==> src/hw/rtl/wrms_pkg.sv <==
// Shared constants and types for the windowed RMS meter.
// No dependencies; used by every module of the block.
`default_nettype none

package wrms_pkg;

    // Fixed field widths
    localparam int unsigned SAMPLE_W       = 16;
    localparam int unsigned CFG_W          = 11;
    localparam int unsigned RMS_W          = 16;

    // Register reset value and default ring depth
    localparam int unsigned CFG_RESET      = 1024;
    localparam int unsigned MAX_WINDOW_DEF = 1024;

    // Square of a sample needs 2*SAMPLE_W-1 bits; the root unit works on 2*SAMPLE_W.
    localparam int unsigned SQ_W           = 2 * SAMPLE_W - 1;
    localparam int unsigned RAD_W          = 2 * SAMPLE_W;

    // Job queue between front and back
    localparam int unsigned QUEUE_DEPTH    = 4;
    localparam int unsigned QLVL_W         = $clog2(QUEUE_DEPTH + 1);

    typedef struct packed {
        logic              not_empty;
        logic [QLVL_W-1:0] level;
    } q_stat_t;

endpackage

`default_nettype wire

==> src/hw/rtl/wrms_queue.sv <==
// Short job queue carrying sum snapshots from the front end to the root unit.
// Depends on wrms_pkg.
`default_nettype none

module wrms_queue #(
    parameter int unsigned DATA_W = 42
) (
    input  wire logic              aclk,
    input  wire logic              aresetn,
    input  wire logic              push,
    input  wire logic [DATA_W-1:0] push_data,
    input  wire logic              pop,
    output logic [DATA_W-1:0]      head,
    output wrms_pkg::q_stat_t      q_stat
);

    localparam int unsigned DEPTH = wrms_pkg::QUEUE_DEPTH;
    localparam int unsigned PTR_W = $clog2(DEPTH);
    localparam int unsigned LVL_W = wrms_pkg::QLVL_W;

    logic [DATA_W-1:0] slot [DEPTH];
    logic [PTR_W-1:0]  wr_ptr_reg, rd_ptr_reg;
    logic [LVL_W-1:0]  level_reg;

    function automatic logic [PTR_W-1:0] ptr_inc(input logic [PTR_W-1:0] p);
        logic [PTR_W-1:0] r;
        r = (32'(p) == DEPTH - 1) ? '0 : p + PTR_W'(1);
        return r;
    endfunction

    always_ff @(posedge aclk) begin
        if (push) begin
            slot[wr_ptr_reg] <= push_data;
        end
    end

    always_ff @(posedge aclk) begin
        if (!aresetn) begin
            wr_ptr_reg <= '0;
            rd_ptr_reg <= '0;
            level_reg  <= '0;
        end else begin
            if (push) begin
                wr_ptr_reg <= ptr_inc(wr_ptr_reg);
            end
            if (pop) begin
                rd_ptr_reg <= ptr_inc(rd_ptr_reg);
            end
            case ({push, pop})
                2'b10:   level_reg <= level_reg + LVL_W'(1);
                2'b01:   level_reg <= level_reg - LVL_W'(1);
                default: level_reg <= level_reg;
            endcase
        end
    end

    assign head             = slot[rd_ptr_reg];
    assign q_stat.not_empty = level_reg != '0;
    assign q_stat.level     = level_reg;

endmodule

`default_nettype wire

==> config.mk <==
export PLATFORM = sky130hd
export DESIGN_NAME = wrms_queue
export DESIGN_NICKNAME = d
export VERILOG_FILES = /design/src/hw/rtl/wrms_pkg.sv /design/src/hw/rtl/wrms_queue.sv
export SDC_FILE = /design/constraint.sdc
export NUM_CORES = 1
export LEC_CHECK = 0
export ABC_CLOCK_PERIOD_IN_PS = 1900
export BUFFER_PORTS_ARGS = -buffer_cell sky130_fd_sc_hd__buf_2
export CORE_ASPECT_RATIO = 1.75
export CORE_UTILIZATION = 45
export DETAILED_ROUTE_END_ITERATION = 12
export PLACE_DENSITY = 0.72
export SLEW_MARGIN = 25
export SYNTH_ARGS = -nofsm -noshare
export SYNTH_HDL_FRONTEND = slang
export SYNTH_SLANG_ARGS = --single-unit
==> constraint.sdc <==
create_clock -name aclk -period 1.9 [get_ports aclk]
set_clock_uncertainty 0.1 [all_clocks]
set_input_delay 0.095 -clock aclk [delete_from_list [all_inputs] [get_ports aclk]]
set_output_delay 0.095 -clock aclk [all_outputs]
set_load 0.02 [all_outputs]
==> summary.txt <==
Clock network
  – Number of buffers inserted during clock tree synthesis: 17
  – Library cell used as clock root buffer: clkbuf_16
  – Clock Path Buffers: 2
  – CTS clock-pin slew for the worst setup and hold paths: 0.07 ns
  – Clock Latency Late Sink: between 0.4 and 0.5 ns
  – # H-tree levels: 4
  – CTS tree: done
  – Number of sinks on the clock net: 177

Cells and area
  – Design Area, Final: 8540 um^2
  – Flip-flop count of the largest register after layout: roughly 170
  – Most common cell after layout, fill and taps aside: edfxtp_1
  – Net count, final: 471
  – Share of cells above drive strength 1: 0.422
  – # fillers: 1,015
  – Most used cells in the layout excluding fill and tap cells: 168 x edfxtp_1, 72 x buf_2, 46 x dlygate4sd3_1
  – Layout-stage area growth over the synthesis result: 30.1%

Placed design
  – Dpl cell area: approximately 7300 um^2
  – Buffers on Ports: 91
  – Final HPWL DP: 6710 um
  – Routability congestion estimate from global placement: between 0.6 and 0.7

Timing
  – Worst slew slack as a fraction of its limit: 0.814
  – Highest Clock Rate: 0.508 GHz
  – Period Utilization, post-route: 1.04
  – Fin worst setup slack: -0.0684 ns
  – Max-slew violations: 0
  – Hold Fails Final Rpt: 0
  – Setup_tns: -0.702 ns
  – Finish-stage setup viols: 25
  – Unrepaired setup endpoints after global routing: true
  – Slew at the pin closest to its max-slew limit: ~0.28 ns
  – Crit path time final: 1.97 ns

Global route
  – Largest net degree at the start of global routing: 43
  – Antenna violations before repair: 1
  – Total global-route track usage: 0.168
  – Wire length of the first global-routing pass: 18,300 um
  – Vias in the first global route: 3,491
  – Congestion Overflow GR: 0

Worst setup path
  – Worst path cell trace: buf_12 -> buf_16 -> mux4_2 -> buf_6
  – Kind of start point of the critical path: flop
  – Minimum setup slack among reg-to-reg paths: 0.28 ns
  – Data arrival time at the worst-slack endpoint: between 1.5 and 2 ns
  – Worst flop-to-flop path startpoint: wr_ptr_reg[0]$_SDFFE_PN0P_
  – Worst EP required: 1.70 ns
  – Number of buffers and inverters on the critical path: 3
  – Cell family with most CP delay: multiplexers
  – Largest stage delay on the critical path: 0.52 ns
  – Crit. End Element: output port
  – Number of gates on the worst path with buffers counted: 4
  – Peak fanout along the critical path: 7
  – Crit path kind: reg2out
  – Cell count of the worst reg-to-reg path: 5
  – Cell at the slowest stage of the critical path: mux4_2

Pwr
  – Switching power total: 0.00211 W
  – Reg power frac: 0.503
  – Worst supply voltage drop on vdd: roughly 0.62 mV
  – Static leakage: 2.95 nW
  – Clock Power Share: 0.383
  – Net switching fraction of the power: 0.236
  – Power Dens Cells: ~1000 nW/um^2
  – Internal: 0.00682 W
  – Share of total power in combinational logic: 0.114

Min path
  – Worst hold path cell count: 2
  – Worst min-delay path category: in2reg
  – Hold path start: push_data[3]

Logic synthesis
  – Netlist Area Pre-Place: 6560 um^2
  – Synth area leader: edfxtp_1
  – Top area cells in the synthesized netlist: edfxtp_1 77%, mux4_2 14%, dfxtp_1 2.7%
  – Top-area cell type share of the netlist area: 0.769
  – Synthesized area divided by synthesized cell count: 25.0 um^2
  – Flip-flop and latch count after synthesis: roughly 180
  – Synthesized instance count: 262
  – Sequential-to-total area share from yosys stat: 0.796
  – Count of different cell masters after synthesis: 21
  – Warnings from Yosys: 0
  – Number of nets in the synthesized netlist: 315

Status
  – Outcome: complete, but fails checks
  – Violated checks: negative setup slack

Floorplanning
  – Total die area: 15,100 um^2
  – Placement Rows: 58
  – Area of the core: 14,300 um^2
  – Floorplan die height: 162 um
  – Top-level I/O count: 92
  – Initial core utilization: 0.459
  – Horizontal die dimension: 93.3 um

Routing
  – Detail Route Antenna Nets: 0
  – Post-detailed-routing wire length: 11,800 um
  – Drt first-iter violations: 163
  – First-pass iteration count of the detailed router: 4
  – Via/cell ratio: roughly 5
  – Post-detailed-route wirelength per cell: between 15 and 20 um
  – Count of unresolved DRC violations after routing: 0
  – Via count: 3,110

Flow run
  – Max-cap violations: 0
[layout make-up]
type	instances	area, um^2	area share
antenna	1	2.50	0.000293
clock inverter	15	173	0.0202
timing repair buffer	147	1260	0.147
clock buffer	17	425	0.0498
sequential	177	5230	0.613
tap	180	225	0.0264
inverter	3	11.3	0.00132
multi-input combinational	72	1210	0.142
[kinds of logic after synthesis]
kind of cell,after synthesis,synth area share
xor+xnor,2,0.00267
flops,177,0.796
buf+inv,13,0.0193
simple gates,14,0.0137
mux,45,0.150
fa+ha+maj,7,0.0145
compound gates,4,0.00381
[cell usage after synthesis]
cell type / count
a21boi_0: 1
a21oi_1: 1
and2_1: 5
buf_12: 4
buf_2: 4
buf_6: 1
clkbuf_1: 1
dfxtp_1: 9
edfxtp_1: 168
fa_1: 1
ha_1: 6
inv_1: 3
mux2i_1: 3
mux4_1: 2
mux4_2: 40
nor2b_1: 5
nor3b_1: 2
o21a_1: 1
o21ai_0: 1
or3_1: 2
xnor2_1: 2
[final timing paths]
path                                                    to
worst max-delay path                              head[21]
worst min-delay path                  slot[3][3]$_DFFE_PP_
worst max register to register  wr_ptr_reg[0]$_SDFFE_PN0P_
worst min register to register   level_reg[2]$_SDFFE_PN0P_
[power groups by stage]
stage               registers, W  clock network [W]  logic (W)
detailed placement       0.00458                  0   0.000853
global placement         0.00456                  0   0.000834
finish                   0.00449            0.00342    0.00102
global route             0.00450            0.00363    0.00109
CTS                      0.00449            0.00349    0.00103
floorplan                0.00457                  0   0.000543
[timing repair]
action | 4_1_cts | 5_1_grt
gates resized for setup | 32 | 12
gates cloned | 2 | 0
hold buffers | 46 | 0
buffers inserted | 1 | 0
endpoints found under the setup margin | 34 | 43
endpoints found under the hold margin | 177 | 0
[worst register-to-register path, stage by stage (launching register included)]
cell and delay [ns]:
dfxtp_1 0.35, ha_1 0.22, nor3b_1 0.17, a21oi_1 0.07, nor2b_1 0.12, dlygate4sd3_1 0.55
[metrics by stage]
stage          power, W   util  std cells  setup WS [ns]  hold WS (ns)
2_1_floorplan   0.00511      -        262          0.276        0.0939
6_report        0.00893  0.597        612        -0.0684         0.333
3_3_place_gp    0.00540  0.509        530          0.213         0.205
4_1_cts         0.00900  0.595        611         -0.103         0.311
5_1_grt         0.00922  0.597        612         -0.143         0.327
3_5_place_dp    0.00543  0.509        530          0.158         0.212
[routing by layer]
layer	GRT usage	vias to the layer above	wire length, um
met5	0	-	0
li1	-	1423	-
met1	0.190	1618	4540
met2	0.308	63	6800
met4	0.0552	0	106
met3	0.0393	6	335
Note: power is estimated with default switching activity, not from simulation.
