[config.mk]
export PLATFORM = sky130hd
export DESIGN_NAME = wrms_back
export DESIGN_NICKNAME = d
export VERILOG_FILES = /design/src/hw/rtl/wrms_pkg.sv /design/src/hw/rtl/wrms_back.sv
export SDC_FILE = /design/constraint.sdc
export NUM_CORES = 1
export LEC_CHECK = 0
export BUFFER_PORTS_ARGS = -buffer_cell sky130_fd_sc_hd__buf_2
export CORE_MARGIN = 5
export CORE_UTILIZATION = 40
export CTS_CLUSTER_SIZE = 24
export DETAILED_ROUTE_END_ITERATION = 6
export PLACE_DENSITY = 0.62
export SLEW_MARGIN = 20
export SYNTH_ARGS = -nofsm -noshare
export SYNTH_HDL_FRONTEND = slang
export SYNTH_SLANG_ARGS = --single-unit
[constraint.sdc]
create_clock -name aclk -period 6.6 [get_ports aclk]
set_input_delay 0 -clock aclk [delete_from_list [all_inputs] [get_ports aclk]]
set_output_delay 0 -clock aclk [all_outputs]
set_load 0.01 [all_outputs]
[src/hw/rtl/wrms_pkg.sv]
// Shared constants and types for the windowed RMS meter.
// No dependencies; used by every module of the block.
`default_nettype none

package wrms_pkg;

    // Fixed field widths
    localparam int unsigned SAMPLE_W       = 16;
    localparam int unsigned CFG_W          = 11;
    localparam int unsigned RMS_W          = 16;

    // Register reset value and default ring depth
    localparam int unsigned CFG_RESET      = 1024;
    localparam int unsigned MAX_WINDOW_DEF = 1024;

    // Square of a sample needs 2*SAMPLE_W-1 bits; the root unit works on 2*SAMPLE_W.
    localparam int unsigned SQ_W           = 2 * SAMPLE_W - 1;
    localparam int unsigned RAD_W          = 2 * SAMPLE_W;

    // Job queue between front and back
    localparam int unsigned QUEUE_DEPTH    = 4;
    localparam int unsigned QLVL_W         = $clog2(QUEUE_DEPTH + 1);

    typedef struct packed {
        logic              not_empty;
        logic [QLVL_W-1:0] level;
    } q_stat_t;

endpackage

`default_nettype wire

[src/hw/rtl/wrms_back.sv]
// Back end: bit-serial divide by the interval, bit-pair square root, output register.
// Depends on wrms_pkg.
`default_nettype none

module wrms_back #(
    parameter int unsigned SUM_W = 42
) (
    input  wire logic                       aclk,
    input  wire logic                       aresetn,
    input  wire wrms_pkg::q_stat_t          q_stat,
    input  wire logic [SUM_W-1:0]           head,
    input  wire logic [wrms_pkg::CFG_W-1:0] interval,
    output logic                            pop,
    output logic                            m_tvalid,
    input  wire logic                       m_tready,
    output logic [wrms_pkg::RMS_W-1:0]      m_tdata
);

    localparam int unsigned CFG_W = wrms_pkg::CFG_W;
    localparam int unsigned RAD_W = wrms_pkg::RAD_W;
    localparam int unsigned RMS_W = wrms_pkg::RMS_W;
    localparam int unsigned CNT_W = $clog2(SUM_W + 1);

    typedef enum logic [3:0] {
        BK_IDLE = 4'b0001,
        BK_DIV  = 4'b0010,
        BK_SQRT = 4'b0100,
        BK_DONE = 4'b1000
    } back_state_t;

    back_state_t      state_reg, state_next;
    logic [CNT_W-1:0] dcnt_reg;
    logic [CFG_W-1:0] rem_reg;
    logic [SUM_W-1:0] quot_reg;
    logic [RAD_W-1:0] x_reg, r_reg, bit_reg;
    logic             m_tvalid_reg;
    logic [RMS_W-1:0] m_tdata_reg;

    logic [CFG_W:0]   trial, trial_sub;
    logic             d_ge;
    logic [CFG_W-1:0] rem_next;
    logic [SUM_W-1:0] quot_next;
    logic [RAD_W:0]   s_t;
    logic             s_ge;
    logic [RAD_W-1:0] x_next, r_next;
    logic             load_out;

    always_comb begin
        trial     = {rem_reg, quot_reg[SUM_W-1]};
        trial_sub = trial - {1'b0, interval};
        d_ge      = trial >= {1'b0, interval};
        rem_next  = d_ge ? trial_sub[CFG_W-1:0] : trial[CFG_W-1:0];
        quot_next = {quot_reg[SUM_W-2:0], d_ge};

        s_t    = {1'b0, r_reg} + {1'b0, bit_reg};
        s_ge   = {1'b0, x_reg} >= s_t;
        x_next = s_ge ? RAD_W'({1'b0, x_reg} - s_t) : x_reg;
        r_next = s_ge ? ((r_reg >> 1) + bit_reg) : (r_reg >> 1);
    end

    always_comb begin
        state_next = state_reg;
        pop        = 1'b0;
        load_out   = 1'b0;
        case (state_reg)
            BK_IDLE: begin
                if (q_stat.not_empty) begin
                    pop        = 1'b1;
                    state_next = BK_DIV;
                end
            end
            BK_DIV: begin
                if (dcnt_reg == CNT_W'(1)) begin
                    state_next = BK_SQRT;
                end
            end
            BK_SQRT: begin
                if (bit_reg[0]) begin
                    state_next = BK_DONE;
                end
            end
            BK_DONE: begin
                if (!m_tvalid_reg || m_tready) begin
                    load_out   = 1'b1;
                    state_next = BK_IDLE;
                end
            end
            default: state_next = BK_IDLE;
        endcase
    end

    always_ff @(posedge aclk) begin
        if (!aresetn) begin
            state_reg    <= BK_IDLE;
            m_tvalid_reg <= 1'b0;
        end else begin
            state_reg <= state_next;
            if (load_out) begin
                m_tvalid_reg <= 1'b1;
            end else if (m_tready) begin
                m_tvalid_reg <= 1'b0;
            end
        end
    end

    always_ff @(posedge aclk) begin
        case (state_reg)
            BK_IDLE: begin
                quot_reg <= head;
                rem_reg  <= '0;
                dcnt_reg <= CNT_W'(SUM_W);
            end
            BK_DIV: begin
                quot_reg <= quot_next;
                rem_reg  <= rem_next;
                dcnt_reg <= dcnt_reg - CNT_W'(1);
                // mean fits the root unit's radicand
                x_reg    <= quot_next[RAD_W-1:0];
                r_reg    <= '0;
                bit_reg  <= RAD_W'(1) << (RAD_W - 2);
            end
            BK_SQRT: begin
                x_reg   <= x_next;
                r_reg   <= r_next;
                bit_reg <= bit_reg >> 2;
            end
            default: begin
            end
        endcase
        if (load_out) begin
            m_tdata_reg <= r_reg[RMS_W-1:0];
        end
    end

    assign m_tvalid = m_tvalid_reg;
    assign m_tdata  = m_tdata_reg;

endmodule

`default_nettype wire

==> results of run 1 <==
## cell usage after synthesis, types with 3 or more instances
cell type	number	share of area (%)
a211o_1	4	0.33
a211oi_1	26	1.8
a21boi_0	7	0.49
a21o_1	22	1.5
a21oi_1	59	2.7
a31o_1	3	0.24
a31o_2	6	0.49
a31oi_1	25	1.5
and2_1	20	1.2
and3_1	8	0.46
buf_2	5	0.23
clkbuf_1	27	0.94
dfxtp_1	5	0.93
edfxtp_1	155	43
ha_1	79	9.2
inv_1	37	1.3
mux2i_1	9	0.84
nand2_1	235	8.2
nand2b_1	5	0.29
nand3_1	17	0.79
nand3b_1	6	0.42
nand4_1	17	0.99
nor2_1	84	2.9
nor2b_1	15	0.87
nor3_1	23	1.1
nor3b_1	6	0.42
nor4_1	4	0.23
nor4b_1	5	0.41
o2111ai_1	3	0.24
o211ai_1	4	0.28
o21a_1	10	0.70
o21ai_0	72	3.3
o21bai_1	9	0.63
o31ai_1	13	0.91
or3_1	6	0.35
or4_1	5	0.35
xnor2_1	40	3.3
xor2_1	34	2.8
## cells by family after synthesis
| family | synth area share (%) |
|---|---|
| compound gates | 17.4 |
| xor+xnor | 6.02 |
| fa+ha+maj | 9.55 |
| buf+inv | 2.65 |
| flops | 44.1 |
| mux | 0.836 |
| simple gates | 19.4 |
## worst max-delay path, stage by stage, from the launching register on
cell      delay [ns]
edfxtp_1        0.47
ha_1            0.38
a31o_1          0.27
a31o_1          0.25
a31o_1          0.28
a21o_1          0.26
a311o_1         0.39
a41oi_2         0.26
xor2_1          0.13
ha_1            0.43
nand4_1         0.22
nor3_1          0.43
nand4_1         0.17
a21oi_1         0.41
o21ai_2         0.37
o21ai_2         0.22
buf_4           0.41
## metrics by stage
stage | setup slack [ns] | hold slack (ns) | power (mW) | cells
floorplan | 0.737 | 0.0913 | 1.95 | 1145
global placement | 0.987 | 0.252 | 2.14 | 1533
detailed placement | 0.873 | 0.258 | 2.15 | 1533
CTS | 0.849 | 0.142 | 3.26 | 1610
global route | 0.538 | 0.203 | 3.42 | 1610
finish | 0.860 | 0.164 | 3.24 | 1610
## where the power goes
part | switching (mW) | internal, mW
Sequential | 0.0720 | 1.27
Clock | 0.412 | 0.668
Combinational | 0.492 | 0.327
Total | 0.976 | 2.26
## path summary, 6_finish.rpt
check | cells past startpoint | from | endpoint
worst max-delay path | 16 | r_reg[2] | x_reg[28]
worst max register to register | 16 | r_reg[2] | x_reg[28]
worst min register to register | 0 | r_reg[0] | m_tdata[0]
worst min-delay path | 5 | q_stat[3] | state_reg[1]
## what timing repair did
action | CTS | global route
hold endpoints to repair | 47 | 0
setup endpoints to repair | 0 | 0
setup buffers | 0 | 0
gates resized for setup | 0 | 0
hold buffers | 45 | 0
## cell type report
type / instances / area (um2) / share of cell area (%)
inverter: 37 / 139 / 1.10
multi-input combinational: 912 / 5750 / 45.6
clock inverter: 11 / 178 / 1.41
timing repair buffer: 128 / 888 / 7.04
sequential: 160 / 4750 / 37.7
clock buffer: 21 / 470 / 3.73
tap: 341 / 427 / 3.38
## metal layers
layer	GRT usage [%]	up-vias	routed length, um
li1	-	4424	-
met1	23.1	4096	12400
met2	26.5	184	11200
met3	2.52	30	982
met4	4.55	0	410
met5	0	-	0
==> impl_metrics.env, run 1 <==
export IMPL_clock_path_buffers=2
export IMPL_postSynth_topFlopCell="edfxtp_1"
export IMPL_slew_headroom_pct=30.8
export IMPL_setup_viol=0
export IMPL_final_nets=1397
export IMPL_via_per_inst=5.42
export IMPL_grt_pass1_vias=8322
export IMPL_areaGrowthSynthToFinish_pct=17.1
export IMPL_grt_use_total_pct=16.4
export IMPL_grt_pass1_wl_um=41300
export IMPL_hold_class="primary input to register"
export IMPL_route_detailed_drc=0
export IMPL_layout_common_cells="nand2_1 (233), edfxtp_1 (155), nor2_1 (84), ha_1 (79), buf_2 (74)"
export IMPL_antenna_found_initial=0
export IMPL_peakVddDrop_mv=0.162
export IMPL_critical_path_arrival_ns=5.81
export IMPL_clkTransAtPathRegs_ns=0.07
export IMPL_synth_area_um2=10800
export IMPL_core_um2=26700
export IMPL_clk_latency_ns=0.43
export IMPL_skew_ns=0.0116
export IMPL_tritoncts="built"
export IMPL_fin_util_pct=47.2
export IMPL_crit_path_end_kind="register"
export IMPL_maxCapViolations=0
export IMPL_drive_gt1_share_pct=10.9
export IMPL_port_buffer_count=74
export IMPL_antenna_cells=0
export IMPL_totalWireLength_um=25000
export IMPL_die_w_um=174
export IMPL_layout_cells_most_common="nand2_1"
export IMPL_drtIter0Drc=565
export IMPL_synth_warnings=0
export IMPL_critPathRequiredTime_ns=6.67
export IMPL_dp_hpwl_um=17700
export IMPL_rsz0062_at_grt="false"
export IMPL_ys_seq_area_share_pct=44.1
export IMPL_stdcell_area_um2=12600
export IMPL_power_density_nw_per_um2=257
export IMPL_syn_inst=1145
export IMPL_fin_crit_sh_pct=87.0
export IMPL_r2r_slack_ns=0.86
export IMPL_die_area_um2=30300
export IMPL_firstDrtPassIters=5
export IMPL_hold_viol_final=0
export IMPL_gp_congestion=0.875
export IMPL_fmax_mhz=174
export IMPL_status="finished, final reports clean"
export IMPL_num_vias=8734
export IMPL_synth_cell_type_count=66
export IMPL_synth_edff_count=155
export IMPL_nFillCells=2550
export IMPL_crit_type="register to register"
export IMPL_crit_fanout=32
export IMPL_postRouteAntennaNets=0
export IMPL_setup_tns_ns=0
export IMPL_pin_count=78
export IMPL_cts_buffers=17
export IMPL_rows=60
export IMPL_avgSynthCellArea_um2=9.41
export IMPL_initial_core_util_pct=40.3
export IMPL_fin_crit_ns=5.74
export IMPL_wl_per_cell_um=15.5
export IMPL_maxSlewViolCount=0
export IMPL_worst_pin_slew_ns=1.03
export IMPL_async_flop_share_pct=0
export IMPL_cts_root_buffer="clkbuf_16"
export IMPL_power_leakage_nw=5.08
export IMPL_synth_fp_nets=1286
export IMPL_placed_area_um2=11500
export IMPL_grt_max_degree=66
export IMPL_cp_start_kind="register"
export IMPL_h_tree_depth=4
export IMPL_die_h_um=174
export IMPL_largest_reg_flops=42
export IMPL_synth_seq_cells=160
export IMPL_numClockSinks=160
export IMPL_overflow=0
No activity file was read; power rests on OpenSTA's default activity.
==> run 2: changes to the inputs <==
--- a/config.mk
+++ b/config.mk
@@ -5,10 +5,11 @@
 export SDC_FILE = /design/constraint.sdc
 export NUM_CORES = 1
 export LEC_CHECK = 0
+export ABC_AREA = 1
 export BUFFER_PORTS_ARGS = -buffer_cell sky130_fd_sc_hd__buf_2
 export CORE_MARGIN = 5
 export CORE_UTILIZATION = 40
-export CTS_CLUSTER_SIZE = 24
+export CTS_CLUSTER_SIZE = 12
 export DETAILED_ROUTE_END_ITERATION = 6
 export PLACE_DENSITY = 0.62
 export SLEW_MARGIN = 20
==> impl_metrics.env, run 2 <==
export IMPL_avgSynthCellArea_um2=7.55
export IMPL_cts_root_buffer="clkbuf_16"
export IMPL_initial_core_util_pct=40.4
export IMPL_yosys_area_top_type="edfxtp_1"
export IMPL_synth_fa_ha_area_share_pct=8.35
export IMPL_cp_common_cell="nand2_1"
export IMPL_tritoncts="built"
export IMPL_critPathRequiredTime_ns=6.68
export IMPL_layout_cells_most_common="nand2_1"
export IMPL_synth_fp_nets=1773
export IMPL_die_area_um2=34400
export IMPL_crit_type="register to register"
export IMPL_max_stage_delay_ns=0.53
export IMPL_numClockSinks=160
export IMPL_clkTransAtPathRegs_ns=0.08
export IMPL_hold_viol_final=0
export IMPL_grt_pass1_wl_um=53700
export IMPL_yosys_top_cells_count="nand2_1 (481), inv_1 (200), edfxtp_1 (155)"
export IMPL_placed_area_um2=13000
export IMPL_fmax_mhz=186
export IMPL_areaGrowthSynthToFinish_pct=14.7
export IMPL_ctsHoldBuffers=46
export IMPL_clk_latency_ns=0.44
export IMPL_synth_simple_area_share_pct=28.5
export IMPL_power_density_nw_per_um2=363
export IMPL_syn_inst=1632
export IMPL_num_vias=11100
export IMPL_totalPowerFinal_mw=5.12
export IMPL_synth_edff_count=155
export IMPL_synth_area_um2=12300
export IMPL_critical_path_arrival_ns=5.45
export IMPL_synth_seq_cells=160
export IMPL_hold_class="primary input to register"
export IMPL_cp_buffers_inverters=2
export IMPL_gp_congestion=0.928
export IMPL_stdcell_area_um2=14100
export IMPL_die_w_um=186
export IMPL_final_nets=1883
export IMPL_drtIter0Drc=804
export IMPL_ys_seq_area_share_pct=38.6
export IMPL_peakVddDrop_mv=0.206
export IMPL_cp_slowest_cell="edfxtp_1"
export IMPL_cp_start_kind="register"
export IMPL_totalWireLength_um=33300
export IMPL_h_tree_depth=4
export IMPL_setup_viol=0
export IMPL_grt_max_degree=60
export IMPL_overflow=0
export IMPL_yosysMostFrequentCell="nand2_1"
export IMPL_r2r_slack_ns=1.23
export IMPL_postRouteAntennaNets=0
export IMPL_rsz0062_at_grt="false"
export IMPL_die_h_um=186
export IMPL_critPathTopFamily="simple AND/OR/NAND/NOR gates"
export IMPL_drive_gt1_share_pct=10.5
export IMPL_cts_resized=0
export IMPL_dp_hpwl_um=24600
export IMPL_antenna_found_initial=0
export IMPL_layout_setup_ws_ns=1.23
export IMPL_slew_headroom_pct=31.8
export IMPL_grt_pass1_vias=10800
export IMPL_layout_common_cells="nand2_1 (479), inv_1 (199), edfxtp_1 (155), nor2_1 (141), o21ai_0 (110)"
export IMPL_firstDrtPassIters=5
export IMPL_synthTopCellsByArea="edfxtp_1 (38%), nand2_1 (15%), ha_1 (8.0%)"
export IMPL_antenna_cells=0
export IMPL_port_buffer_count=74
export IMPL_rows=64
export IMPL_post_cts_buffers=0
export IMPL_synth_warnings=0
export IMPL_status="finished, final reports clean"
export IMPL_cts_buffers=17
export IMPL_crit_fanout=32
export IMPL_synth_compound_area_share_pct=11.3
export IMPL_wl_per_cell_um=15.5
export IMPL_crit_path_end_kind="register"
export IMPL_synth_top_area_share_pct=37.8
export IMPL_postSynth_topFlopCell="edfxtp_1"
export IMPL_core_um2=30500
export IMPL_clock_path_buffers=2
export IMPL_power_leakage_nw=6.28
export IMPL_synth_mux_area_share_pct=0
export IMPL_largest_reg_flops=42
export IMPL_maxCapViolations=0
export IMPL_pin_count=78
export IMPL_synth_cell_type_count=46
export IMPL_synth_top_family_by_area="simple AND/OR/NAND/NOR gates"
export IMPL_grt_use_total_pct=19.5
export IMPL_skew_ns=0.0195
export IMPL_route_detailed_drc=0
export IMPL_via_per_inst=5.16
export IMPL_place_ws_ns=1.29
export IMPL_synthXorXnorAreaFrac_pct=5.26
export IMPL_fin_crit_ns=5.37
export IMPL_async_flop_share_pct=0
export IMPL_fin_crit_sh_pct=81.3
export IMPL_maxSlewViolCount=0
export IMPL_setup_tns_ns=0
export IMPL_worst_pin_slew_ns=1.02
==> run 2: layout make-up <==
| type | count | area (um2) |
|---|---|---|
| well taps | 396 | 495 |
| inverters | 205 | 769 |
| multi-input cells | 1230 | 6600 |
| repair buffers | 128 | 891 |
| clock buffers | 17 | 425 |
| clock inverters | 15 | 195 |
| flip-flops and latches | 160 | 4750 |
| fillers | 3023 | 16400 |
==> run 2: logic make-up (layout without fill, tap and decap cells) <==
family                     Yosys count  after routing
and+or+nand+nor                    829            829
buffers and inverters              242            365
AOI/OAI and AO/OA                  246            246
xor gates and xnor gates            74             74
DFF                                160            160
adders and majority gates           81             81
==> run 2: worst register-to-register path, delay by kind of cell, from the launching register on <==
family / cells / cell delay [ns]
fa+ha+maj: 2 / 0.80
simple gates: 19 / 2.29
compound gates: 3 / 0.77
flops: 1 / 0.53
buf+inv: 2 / 0.59
==> run 2: routing by layer <==
layer / vias to the layer above / routed length (um) / global-route usage, %
li1: 5606 / - / -
met1: 5158 / 15500 / 26.0
met2: 286 / 15600 / 32.9
met3: 51 / 1450 / 2.50
met4: 0 / 839 / 6.55
met5: - / 0 / 0
==> run 2: path summary, 6_finish.rpt <==
kind	start	end	depth (start not counted)
max reg2reg	r_reg[4]	x_reg[9]	26
min	interval[0]	rem_reg[0]	3
max	r_reg[4]	x_reg[9]	26
min reg2reg	r_reg[0]	m_tdata[0]	0
==> run 2: where the power goes <==
part	switching [mW]	internal (mW)	leakage [nW]	total, mW
sequential	0.184	1.54	1.50	1.73
combinational	1.57	0.769	4.48	2.34
clock	0.511	0.549	0.296	1.06
total	2.26	2.86	6.28	5.12
==> run 2: through the flow <==
stage,hold slack [ns],instances,utilization (%)
3_3_place_gp,0.237,2073,42.8
6_report,0.0327,2151,46.3
5_1_grt,0.0436,2151,46.3
2_1_floorplan,0.0845,1632,-
3_5_place_dp,0.245,2073,42.8
4_1_cts,0.0240,2151,46.3
==> run 3: changes to the inputs <==
==> constraint.sdc (replaced) <==
create_clock -name aclk -period 4.9 [get_ports aclk]
set_input_delay 0 -clock aclk [delete_from_list [all_inputs] [get_ports aclk]]
set_output_delay 0 -clock aclk [all_outputs]
set_load 0.01 [all_outputs]
==> impl_metrics.env, run 3 (same netlist as run 2, synthesis figures left out) <==
export IMPL_crit_type="register to register"
export IMPL_crit_fanout=24
export IMPL_fin_crit_sh_pct=92.5
export IMPL_cp_start_kind="register"
export IMPL_clkTransAtPathRegs_ns=0.08
export IMPL_failed_checks="DRC"
export IMPL_grt_pass1_vias=10700
export IMPL_antenna_cells=0
export IMPL_cts_buffers=17
export IMPL_hold_start="interval[0]"
export IMPL_layout_common_cells="nand2_1 (479), inv_1 (199), edfxtp_1 (155), nor2_1 (141), o21ai_0 (110)"
export IMPL_grt_pass1_wl_um=53900
export IMPL_skew_ns=0.0198
export IMPL_crit_path_end_kind="register"
export IMPL_num_vias=11000
export IMPL_final_nets=1891
export IMPL_fin_util_pct=46.6
export IMPL_slew_headroom_pct=39.3
export IMPL_setup_viol=0
export IMPL_totalWireLength_um=33400
export IMPL_fmax_mhz=221
export IMPL_r2r_end="r_reg[24]"
export IMPL_nFillCells=3011
export IMPL_numClockSinks=160
export IMPL_maxCapViolations=0
export IMPL_areaGrowthSynthToFinish_pct=15.3
export IMPL_tritoncts="built"
export IMPL_rsz0062_at_grt="false"
export IMPL_firstDrtPassIters=7
export IMPL_via_per_inst=5.11
export IMPL_holdPathEnd="rem_reg[0]"
export IMPL_critical_path_arrival_ns=4.67
export IMPL_h_tree_depth=4
export IMPL_rows=64
export IMPL_hold_class="primary input to register"
export IMPL_grt_max_degree=79
export IMPL_postRouteAntennaNets=0
export IMPL_pin_count=78
export IMPL_largest_reg_flops=42
export IMPL_maxSlewViolCount=0
export IMPL_grt_use_total_pct=19.6
export IMPL_power_density_nw_per_um2=487
export IMPL_initial_core_util_pct=40.4
export IMPL_r2r_slack_ns=0.37
export IMPL_cp_common_cell="nand2_1"
export IMPL_clk_latency_ns=0.44
export IMPL_cts_root_buffer="clkbuf_16"
export IMPL_drive_gt1_share_pct=10.9
export IMPL_drtIter0Drc=674
export IMPL_cp_slowest_cell="edfxtp_1"
export IMPL_port_buffer_count=74
export IMPL_worst_pin_slew_ns=0.910
export IMPL_peakVddDrop_mv=0.246
export IMPL_power_leakage_nw=6.32
export IMPL_die_w_um=186
export IMPL_max_stage_delay_ns=0.53
export IMPL_die_h_um=186
export IMPL_core_um2=30500
export IMPL_gp_congestion=0.961
export IMPL_r2r_start="r_reg[6]"
export IMPL_clock_path_buffers=2
export IMPL_critPathRequiredTime_ns=5.04
export IMPL_wl_per_cell_um=15.5
export IMPL_antenna_found_initial=0
export IMPL_layout_cells_most_common="nand2_1"
export IMPL_cts_resized=0
export IMPL_hold_viol_final=0
export IMPL_die_area_um2=34400
export IMPL_overflow=0
export IMPL_r2r_cells=27
export IMPL_dp_hpwl_um=24900
export IMPL_status="finished with violations"
export IMPL_seq_area_um2=4750
export IMPL_multi_input_area_um2=6610
export IMPL_fin_crit_ns=4.53
export IMPL_route_detailed_drc=2
export IMPL_min_path_cells=3
export IMPL_setup_tns_ns=0
==> run 3: through the flow <==
step           hold WS [ns]  total power, mW  worst slack (ns)  instances  cell area [um2]
3_5_place_dp          0.247             5.47             0.418       2081            13100
4_1_cts              0.0249             6.93             0.386       2159            14200
2_1_floorplan        0.0845             4.67             0.486       1632            12300
3_3_place_gp          0.235             5.43             0.423       2081            13100
6_report             0.0326             6.92             0.368       2159            14200
5_1_grt              0.0474             7.46           0.00612       2159            14200
==> run 3: cell type report <==
cell class	count	share of cell area (%)
Clock inverter	15	1.34
Multi-Input combinational cell	1230	46.5
Timing Repair Buffer	136	6.78
Tap cell	396	3.49
Clock buffer	17	2.99
Sequential cell	160	33.5
Inverter	205	5.42
==> run 3: worst max-delay path by stage <==
stage               startpoint        end  slack, ns
floorplan             r_reg[8]   x_reg[0]       0.49
global placement      r_reg[6]   x_reg[8]       0.42
detailed placement    r_reg[6]   x_reg[0]       0.42
CTS                   r_reg[6]  x_reg[14]       0.39
global route          r_reg[4]  r_reg[24]      0.006
finish                r_reg[6]  r_reg[24]       0.37
==> run 3: critical path, delay by kind of cell (launching register included) <==
kind / cells / cell delay, ns
buf+inv: 1 / 0.31
simple gates: 22 / 2.13
fa+ha+maj: 2 / 0.84
compound gates: 2 / 0.40
flops: 1 / 0.53
==> run 3: power breakdown <==
group          leakage [nW]  total [mW]  switching, mW  internal, mW
logic                  4.53        3.19           2.12          1.07
registers              1.50        2.32          0.242          2.07
clock network         0.297        1.41          0.671         0.736
==> run 3: what timing repair did <==
item	CTS	global route
endpoints found under the hold margin	47	0
hold buffers	46	0
buffers inserted	0	0
setup endpoints to repair	0	0
==> run 3: metal layers <==
metal / wire, um / track usage (%) / up-vias
met5: 0 / 0 / -
met4: 1040 / 7.46 / 0
met3: 1480 / 2.58 / 51
met2: 15400 / 32.4 / 278
met1: 15400 / 26.1 / 5080
li1: - / - / 5629
